--- config.mk ---
export PLATFORM = sky130hd
export DESIGN_NAME = ssfa_ctrl
export DESIGN_NICKNAME = d
export VERILOG_FILES = /design/src/hw/rtl/ssfa_pkg.sv /design/src/hw/rtl/ssfa_ctrl.sv
export VERILOG_INCLUDE_DIRS = /design/src /design/src/hw/rtl
export SDC_FILE = /design/constraint.sdc
export NUM_CORES = 1
export LEC_CHECK = 0
export BUFFER_PORTS_ARGS = -buffer_cell sky130_fd_sc_hd__buf_4
export CAP_MARGIN = 10
export CORE_AREA = 2 2 39 41
export DETAILED_ROUTE_END_ITERATION = 8
export DIE_AREA = 0 0 41 43
export SYNTH_ARGS = -nofsm -noshare
export SYNTH_HDL_FRONTEND = slang
export SYNTH_SLANG_ARGS = --single-unit
--- constraint.sdc ---
create_clock -name clk -period 2.85 [get_ports clk]
set_input_delay 0.285 -clock clk [delete_from_list [all_inputs] [get_ports clk]]
set_output_delay 0.285 -clock clk [all_outputs]
set_load 0.005 [all_outputs]
--- src/hw/rtl/sprite_sheet_frame_animator_top_macros.svh ---
// Assertion helpers shared by the RTL; clk and arst_n are taken from the module using them.
`ifndef SPRITE_SHEET_FRAME_ANIMATOR_TOP_MACROS_SVH
`define SPRITE_SHEET_FRAME_ANIMATOR_TOP_MACROS_SVH

// Property must hold at every edge outside reset
`define SSFA_ASSERT(lbl, prop, msg) \
	lbl: assert property (@(posedge clk) disable iff (!arst_n) (prop)) else $error(msg);

// Condition must never be seen outside reset
`define SSFA_NEVER(lbl, cond, msg) \
	lbl: assert property (@(posedge clk) disable iff (!arst_n) !(cond)) else $error(msg);

`endif

--- src/hw/rtl/ssfa_pkg.sv ---
package ssfa_pkg;

	// default fraction width of all Q values
	localparam int FRAC_BITS_DEF = 16;

	// wide signed type used ahead of 32-bit saturation
	localparam int SAT_W = 72;
	typedef logic signed [SAT_W-1:0] wide_t;

	// configuration register indexes
	localparam logic [2:0] REG_MODE  = 3'd0;
	localparam logic [2:0] REG_COLS  = 3'd1;
	localparam logic [2:0] REG_ROWS  = 3'd2;
	localparam logic [2:0] REG_SEQ   = 3'd3;
	localparam logic [2:0] REG_START = 3'd4;
	localparam logic [2:0] REG_RATE  = 3'd5;

	// mode bit positions
	localparam int MB_ON       = 0;
	localparam int MB_LOOP     = 1;
	localparam int MB_REVERSE  = 2;
	localparam int MB_PINGPONG = 3;
	localparam int MB_SMOOTH   = 4;
	localparam int MB_ROTATE   = 5;
	localparam int MB_SCALE    = 6;

	// datapath operations
	localparam logic [4:0] OP_NOP     = 5'd0;
	localparam logic [4:0] OP_LOAD    = 5'd1;
	localparam logic [4:0] OP_MUL     = 5'd2;
	localparam logic [4:0] OP_FC      = 5'd3;
	localparam logic [4:0] OP_CLAMP   = 5'd4;
	localparam logic [4:0] OP_DIV_FL  = 5'd5;
	localparam logic [4:0] OP_MOD_END = 5'd6;
	localparam logic [4:0] OP_POST1   = 5'd7;
	localparam logic [4:0] OP_POST2   = 5'd8;
	localparam logic [4:0] OP_POST3   = 5'd9;
	localparam logic [4:0] OP_UPD     = 5'd10;
	localparam logic [4:0] OP_DIV_SS  = 5'd11;
	localparam logic [4:0] OP_CAP_SS  = 5'd12;
	localparam logic [4:0] OP_DIV_ST  = 5'd13;
	localparam logic [4:0] OP_CAP_ST  = 5'd14;
	localparam logic [4:0] OP_DIV_CW  = 5'd15;
	localparam logic [4:0] OP_CAP_XY  = 5'd16;
	localparam logic [4:0] OP_MULX    = 5'd17;
	localparam logic [4:0] OP_MULY    = 5'd18;
	localparam logic [4:0] OP_GRID    = 5'd19;

	typedef struct packed {
		logic [4:0] op;
	} ssfa_cmd_t;

	typedef struct packed {
		logic restart;
		logic on;
		logic loop;
		logic changed;
		logic grid_upd;
		logic div_busy;
	} ssfa_stat_t;

	// clamp to the signed 32-bit range
	function automatic logic signed [31:0] sat32(wide_t x);
		if (x > wide_t'(32'sh7FFF_FFFF)) begin
			return 32'sh7FFF_FFFF;
		end else if (x < wide_t'(32'sh8000_0000)) begin
			return 32'sh8000_0000;
		end
		return x[31:0];
	endfunction

endpackage

--- src/hw/rtl/ssfa_ctrl.sv ---
`include "sprite_sheet_frame_animator_top_macros.svh"

module ssfa_ctrl (
	input  logic                 clk,
	input  logic                 arst_n,
	input  logic                 in_valid,
	output logic                 in_ready,
	input  logic                 out_free,
	output logic                 emit,
	output ssfa_pkg::ssfa_cmd_t  cmd,
	input  ssfa_pkg::ssfa_stat_t stat
);

	localparam logic [4:0] S_IDLE   = 5'd0;
	localparam logic [4:0] S_CHECK  = 5'd1;
	localparam logic [4:0] S_MUL    = 5'd2;
	localparam logic [4:0] S_FC     = 5'd3;
	localparam logic [4:0] S_CLAMP  = 5'd4;
	localparam logic [4:0] S_MODGO  = 5'd5;
	localparam logic [4:0] S_MODW   = 5'd6;
	localparam logic [4:0] S_POST1  = 5'd7;
	localparam logic [4:0] S_POST2  = 5'd8;
	localparam logic [4:0] S_POST3  = 5'd9;
	localparam logic [4:0] S_DECIDE = 5'd10;
	localparam logic [4:0] S_SSGO   = 5'd11;
	localparam logic [4:0] S_SSW    = 5'd12;
	localparam logic [4:0] S_STGO   = 5'd13;
	localparam logic [4:0] S_STW    = 5'd14;
	localparam logic [4:0] S_CWGO   = 5'd15;
	localparam logic [4:0] S_CWW    = 5'd16;
	localparam logic [4:0] S_MULX   = 5'd17;
	localparam logic [4:0] S_MULY   = 5'd18;
	localparam logic [4:0] S_GRID   = 5'd19;
	localparam logic [4:0] S_DONE   = 5'd20;

	logic [4:0] state_q, state_d;
	logic       div_go;

	always_comb begin
		state_d  = state_q;
		cmd.op   = ssfa_pkg::OP_NOP;
		emit     = 1'b0;
		in_ready = 1'b0;
		case (state_q)
			S_IDLE: begin
				in_ready = 1'b1;
				if (in_valid) begin
					cmd.op  = ssfa_pkg::OP_LOAD;
					state_d = S_CHECK;
				end
			end
			S_CHECK: begin
				state_d = (stat.restart || !stat.on) ? S_DONE : S_MUL;
			end
			S_MUL: begin
				cmd.op  = ssfa_pkg::OP_MUL;
				state_d = S_FC;
			end
			S_FC: begin
				cmd.op  = ssfa_pkg::OP_FC;
				state_d = stat.loop ? S_MODGO : S_CLAMP;
			end
			S_CLAMP: begin
				cmd.op  = ssfa_pkg::OP_CLAMP;
				state_d = S_POST1;
			end
			S_MODGO: begin
				cmd.op  = ssfa_pkg::OP_DIV_FL;
				state_d = S_MODW;
			end
			S_MODW: begin
				if (!stat.div_busy) begin
					cmd.op  = ssfa_pkg::OP_MOD_END;
					state_d = S_POST1;
				end
			end
			S_POST1: begin
				cmd.op  = ssfa_pkg::OP_POST1;
				state_d = S_POST2;
			end
			S_POST2: begin
				cmd.op  = ssfa_pkg::OP_POST2;
				state_d = S_POST3;
			end
			S_POST3: begin
				cmd.op  = ssfa_pkg::OP_POST3;
				state_d = S_DECIDE;
			end
			S_DECIDE: begin
				if (stat.changed) begin
					cmd.op  = ssfa_pkg::OP_UPD;
					state_d = stat.grid_upd ? S_SSGO : S_DONE;
				end else begin
					state_d = S_DONE;
				end
			end
			S_SSGO: begin
				cmd.op  = ssfa_pkg::OP_DIV_SS;
				state_d = S_SSW;
			end
			S_SSW: begin
				if (!stat.div_busy) begin
					cmd.op  = ssfa_pkg::OP_CAP_SS;
					state_d = S_STGO;
				end
			end
			S_STGO: begin
				cmd.op  = ssfa_pkg::OP_DIV_ST;
				state_d = S_STW;
			end
			S_STW: begin
				if (!stat.div_busy) begin
					cmd.op  = ssfa_pkg::OP_CAP_ST;
					state_d = S_CWGO;
				end
			end
			S_CWGO: begin
				cmd.op  = ssfa_pkg::OP_DIV_CW;
				state_d = S_CWW;
			end
			S_CWW: begin
				if (!stat.div_busy) begin
					cmd.op  = ssfa_pkg::OP_CAP_XY;
					state_d = S_MULX;
				end
			end
			S_MULX: begin
				cmd.op  = ssfa_pkg::OP_MULX;
				state_d = S_MULY;
			end
			S_MULY: begin
				cmd.op  = ssfa_pkg::OP_MULY;
				state_d = S_GRID;
			end
			S_GRID: begin
				cmd.op  = ssfa_pkg::OP_GRID;
				state_d = S_DONE;
			end
			S_DONE: begin
				if (out_free) begin
					emit    = 1'b1;
					state_d = S_IDLE;
				end
			end
			default: begin
				state_d = S_IDLE;
			end
		endcase
	end

	always_ff @(posedge clk or negedge arst_n) begin
		if (!arst_n) begin
			state_q <= S_IDLE;
		end else begin
			state_q <= state_d;
		end
	end

	// any command that launches the divider
	assign div_go = (cmd.op == ssfa_pkg::OP_DIV_FL) || (cmd.op == ssfa_pkg::OP_DIV_SS)
		|| (cmd.op == ssfa_pkg::OP_DIV_ST) || (cmd.op == ssfa_pkg::OP_DIV_CW);

	// a divide is launched only onto an idle divider
	`SSFA_NEVER(a_div_start_busy, div_go && stat.div_busy, "divide started while divider busy")
	// a result is handed over only into a free output slot
	`SSFA_NEVER(a_emit_full, emit && !out_free, "result emitted into full output register")
	// after a result the controller is ready for the next beat
	`SSFA_ASSERT(a_emit_ready, emit |=> in_ready, "not ready after result")

endmodule

==> results_dict.tcl, run 1 <==
set metrics [dict create \
    finalMaxSlewViolations 0 \
    cp-start-kind "register" \
    synth_simple_gate_area_share_pct 24.07 \
    crit_arrival_ps 1600 \
    cts_made_buffers 3 \
    p_leak_nw 0.2900 \
    final_common_cell "buf_4" \
    yosysWarnings 0 \
    syn2layout_area_growth_pct 29.53 \
    cts.clk_slew.worst_paths_ps 40 \
    synth-seq-cells 5 \
    status "finished, final reports clean" \
    yosysUniqueCellTypes 33 \
    drt_iter0_markers 16 \
    min_period_ps 1890 \
    maxCapViolCount 0 \
    grt_max_degree 19 \
    hold_class "primary input to register" \
    powerDensity_mw_per_mm2 1102 \
    routed_wl_microns 1328 \
    utilization_pct 47.20 \
    worstPathCellList "or2_2 > a211oi_1 > buf_4" \
    pin_count 17 \
    layout.nets 96 \
    hpwl_microns 967.9 \
    peakVddDrop_uv 778.7 \
    htree_levels 1 \
    max_freq_mhz 529.2 \
    synth_edf_count 0 \
    cts_tree "yes" \
    crit_path_max_incr_delay_ps 560 \
    cp_data_required_time_ps 2570 \
    drive_above_1_share_pct 25.88 \
    synthXorXnorAreaFrac_pct 0 \
    insertion_delay_ps 240 \
    crit_type "register to primary output" \
    tightest_slew_ps 513.6 \
    ctsResizeCount 0 \
    synth_top_family_by_area "compound AO/OA/AOI/OAI gates" \
    design.core.area_sq_mm 0.001384 \
    syn_avg_cell_area_sq_um 7.102 \
    syn-num-nets 81 \
    top_register "state_q" \
    synth_area_sq_um 504.2 \
    relSlewSlack_pct 65.76 \
    synth_compound_area_share_pct 39.95 \
    crit_family "flip-flops" \
    synth_top_flop_cell "dfrtp_1" \
    die_h_microns 43 \
    overflow 0 \
    antennaDiodeCount 0 \
    setup_violations 0 \
    cts_buffer_depth 2 \
    synthAdderAreaFrac_pct 0 \
    finalClockSkew_ps 3.783 \
    largest_reg_flops 5 \
    seq_area_frac_synth_pct 24.81 \
    wl_per_cell_microns 13.15 \
    grt_pass1_vias 479 \
    critPathBufInv 1 \
    finalHoldViolCount 0 \
    cpMaxStageDelayCell "dfrtp_1" \
    grt_pass1_wl_microns 2242 \
    die_w_microns 41 \
    dr.pass1.iters 4 \
    port_buffers 16 \
    async_reset_ff_share_pct 100.0 \
    core.rowCount 14 \
    place_inst 96 \
    power_mw 0.7195 \
    cp-end-kind "primary output" \
    synthMuxAreaShare_pct 1.985 \
    grt_util_all_layers_pct 18.45 \
    clock-root-buffer "clkbuf_4" \
    grt_antenna_before_repair 0 \
    final_cells 101 \
    vias_per_cell 5.683 \
    dieArea_sq_mm 0.001763 \
    cts_sinks 5 \
    vias 574 \
    rsz0062_at_grt "no" \
    start_util_pct 36.44 \
    crit_fanout 18 \
    fin_crit_sh_pct 66.30 \
    most-common-layout-cells "buf_4, nor2_1, a21oi_1, dfrtp_1" \
    final_antenna_net_count 0 \
    synth_cells 71 \
    gp_congestion 0.7878 \
    fin_tns_setup_ps 0 \
    top_regs "state_q (5)" \
    drc 0 \
]
==> layout make-up <==
| cell class | count | area (sq um) |
|---|---|---|
| fill | 150 | 730.7 |
| multi-input combinational | 54 | 332.8 |
| timing repair buffer | 17 | 130.1 |
| sequential | 5 | 125.1 |
| clock buffer | 4 | 26.28 |
| tap | 16 | 20.02 |
| inverter | 5 | 18.77 |
==> where the power goes <==
group | internal [mW] | leakage, nW | switching [mW] | total (mW)
clock network | 0.0528 | 0.0150 | 0.0274 | 0.0802
logic | 0.211 | 0.214 | 0.194 | 0.405
registers | 0.104 | 0.0613 | 0.131 | 0.235
total | 0.368 | 0.290 | 0.352 | 0.719
==> per-stage QoR <==
step           setup slack, ps  hold slack (ps)  cell area, sq um
6_report                 960.3            347.1             653.1
5_1_grt                  841.6            376.8             653.1
4_1_cts                  957.9            343.5             653.1
3_5_place_dp              1166            87.59             616.8
3_3_place_gp              1206            88.51             616.8
2_1_floorplan             1405           -10.59             504.2
==> logic make-up (layout without fill, tap and decap cells) <==
logic type	after synthesis	in the layout
compound gates	29	29
buf+inv	12	26
flops	5	5
mux	1	1
simple gates	24	24
==> cell usage after synthesis (2+ instances only) <==
cell type / count / share of area, %
clkbuf_1: 6 / 4.5
nand3_1: 4 / 4.0
a311oi_1: 2 / 3.5
inv_1: 4 / 3.0
a21oi_1: 8 / 7.9
nor2_1: 9 / 6.7
nand2_1: 2 / 1.5
a22oi_1: 2 / 3.0
a31oi_1: 2 / 2.5
nor3_1: 2 / 2.0
o21ai_0: 2 / 2.0
a211o_1: 2 / 3.5
o21a_1: 2 / 3.0
dfrtp_1: 5 / 25
==> path summary, 6_finish.rpt <==
check | slack (ps) | cells past startpoint | end | from
worst max-delay path | 960 | 3 | cmd[4] | state_q[2]
worst min-delay path | 350 | 3 | state_q[1] | stat[4]
worst max register to register | 1150 | 4 | state_q[2] | state_q[3]
worst min register to register | 790 | 1 | state_q[3] | state_q[4]
max in group asynchronous | 2360 | 2 | state_q[3] | arst_n
min in group asynchronous | 380 | 2 | state_q[4] | arst_n
==> per-layer routing <==
layer | wire [microns] | GRT usage (%) | vias up
li1 | - | - | 296
met1 | 594 | 27.69 | 259
met2 | 636 | 25.00 | 19
met3 | 97 | 4.712 | 0
met4 | 0 | 6.000 | 0
met5 | 0 | 0 | -
==> worst register-to-register path, stage by stage (launching register included) <==
cell and delay [ps]:
dfrtp_1 540, or2_4 340, a211o_1 260, a211o_1 310
a31oi_1 170
==> repair_timing <==
action                    CTS  global route
hold buffers                1             0
hold endpoints to repair    5             0
setup buffers               0             0
Power figures use the tool's default switching activity.
==> inputs of run 2 (changes only) <==
--- a/config.mk
+++ b/config.mk
@@ -11,6 +11,7 @@
 export CORE_AREA = 2 2 39 41
 export DETAILED_ROUTE_END_ITERATION = 8
 export DIE_AREA = 0 0 41 43
+export PLACE_DENSITY = 0.65
 export SYNTH_ARGS = -nofsm -noshare
 export SYNTH_HDL_FRONTEND = slang
 export SYNTH_SLANG_ARGS = --single-unit
==> constraint.sdc (replaced) <==
create_clock -name clk -period 1.6 [get_ports clk]
set_input_delay 0.16 -clock clk [delete_from_list [all_inputs] [get_ports clk]]
set_output_delay 0.16 -clock clk [all_outputs]
set_load 0.005 [all_outputs]
==> results_dict.tcl, run 2 (same netlist as run 1, synthesis figures left out) <==
set metrics [dict create \
    status "finished, final reports clean" \
    relSlewSlack_pct 82.16 \
    regArea_sq_um 128.9 \
    htree_levels 1 \
    utilization_pct 53.80 \
    grt_antenna_before_repair 0 \
    min_period_ps 1543 \
    cts.clk_slew.worst_paths_ps 50 \
    design.core.area_sq_mm 0.001384 \
    cp-start-kind "register" \
    layout_setup_ws_ps 57.02 \
    vias_per_cell 5.972 \
    finalClockSkew_ps 0.5672 \
    most-common-layout-cells "buf_4, a21oi_1, nor2_1, inv_1, nand3_1" \
    syn2layout_area_growth_pct 47.64 \
    grt_pass1_vias 521 \
    max_freq_mhz 648.1 \
    drc 0 \
    routed_wl_microns 1468 \
    gp_congestion 0.7862 \
    start_util_pct 36.44 \
    clock-root-buffer "clkbuf_4" \
    setup_violations 0 \
    crit_path_max_incr_delay_ps 430 \
    cpMaxStageDelayCell "dfrtp_2" \
    drt_iter0_markers 32 \
    vias 651 \
    tightest_slew_ps 267.6 \
    die_h_microns 43 \
    grt_util_all_layers_pct 19.50 \
    dp_slack_ps 86.22 \
    drive_above_1_share_pct 38.71 \
    timing.hold.ws_ps 197.6 \
    antennaDiodeCount 0 \
    p_leak_nw 0.3322 \
    peakVddDrop_uv 889.8 \
    final_antenna_net_count 0 \
    wl_per_cell_microns 13.47 \
    hold_class "primary input to register" \
    grt_pass1_wl_microns 2332 \
    crit_arrival_ps 1380 \
    hpwl_microns 1060 \
    final_common_cell "buf_4" \
    overflow 0 \
    fin_crit_sh_pct 96.44 \
    cts_tree "yes" \
    cts_sinks 5 \
    pin_count 17 \
    cp-end-kind "primary output" \
    grt_max_degree 16 \
    die_w_microns 41 \
    cp_data_required_time_ps 1440 \
    crit_fanout 6 \
    multiInputGateArea_sq_um 352.8 \
    top_regs "state_q (5)" \
    cts_buffer_depth 2 \
    largest_reg_flops 5 \
    port_buffers 16 \
    maxCapViolCount 0 \
    power_mw 1.525 \
    core.rowCount 14 \
    dr.pass1.iters 4 \
    layout.nets 104 \
    powerDensity_mw_per_mm2 2049 \
    top_register "state_q" \
    finalHoldViolCount 0 \
    num-fill-cells 135 \
    dieArea_sq_mm 0.001763 \
    finalMaxSlewViolations 0 \
    crit_type "register to primary output" \
    worstPathCellList "buf_6 > nor3b_2 > a21oi_1 > o211a_1 > buf_4" \
    insertion_delay_ps 250 \
    cts_made_buffers 3 \
]
run 2: cell types whose count changed in the layout (fill, tap and decap cells not counted), moves of 2 or more:
cell	delta
buf_4	+6
dfrtp_2	+3
buf_6	+2
dfrtp_1	-3
run 2: metal layers:
metal  wire, microns  track usage (%)  share of wire, %  vias to the layer above
li1                -                -                 -                      313
met1             623            26.45                42                      300
met2             684            27.50                47                       33
met5               0                0                 0                        -
met3             136            7.853               9.3                        5
met4              23            6.000               1.6                        0
run 2: final cells by class:
type | count | share of cell area, %
clock buffers | 4 | 3.529
well taps | 16 | 2.689
repair buffers | 25 | 26.55
flip-flops and latches | 5 | 17.31
multi-input cells | 54 | 47.39
inverters | 5 | 2.521
run 2: path summary, 6_finish.rpt:
kind | startpoint | end | slack [ps] | cells after the start
worst min-delay path | stat[4] | state_q[1] | 200 | 3
worst max register to register | state_q[3] | state_q[4] | 60 | 4
worst min register to register | state_q[2] | state_q[2] | 670 | 2
worst max-delay path | state_q[2] | cmd[3] | 60 | 5
min in group asynchronous | arst_n | state_q[0] | 240 | 2
max in group asynchronous | arst_n | state_q[2] | 1240 | 2
run 2: stage by stage:
step           cell area, sq um  instances  setup TNS, ps
2_1_floorplan             504.2         71              0
3_3_place_gp              661.9        102              0
3_5_place_dp              661.9        102              0
4_1_cts                   711.9        108              0
5_1_grt                   744.5        109         -15.24
6_report                  744.5        109              0
run 2: timing repair:
item | in CTS | in global routing
hold endpoints to repair | 5 | 0
resized for setup | 3 | 7
pin swaps | 0 | 1
setup endpoints to repair | 3 | 4
buffers inserted | 1 | 1
hold buffers | 1 | 0
run 2: worst max-delay path: cells and delay by family (launching register included):
kind,cells,cell delay (ps)
flops,1,430
buf+inv,2,270
compound gates,2,250
simple gates,1,170
run 2: power breakdown:
part	switching (mW)	internal, mW	total (mW)
clock network	0.0634	0.0950	0.158
registers	0.0965	0.196	0.293
logic	0.546	0.528	1.07
total	0.706	0.820	1.53
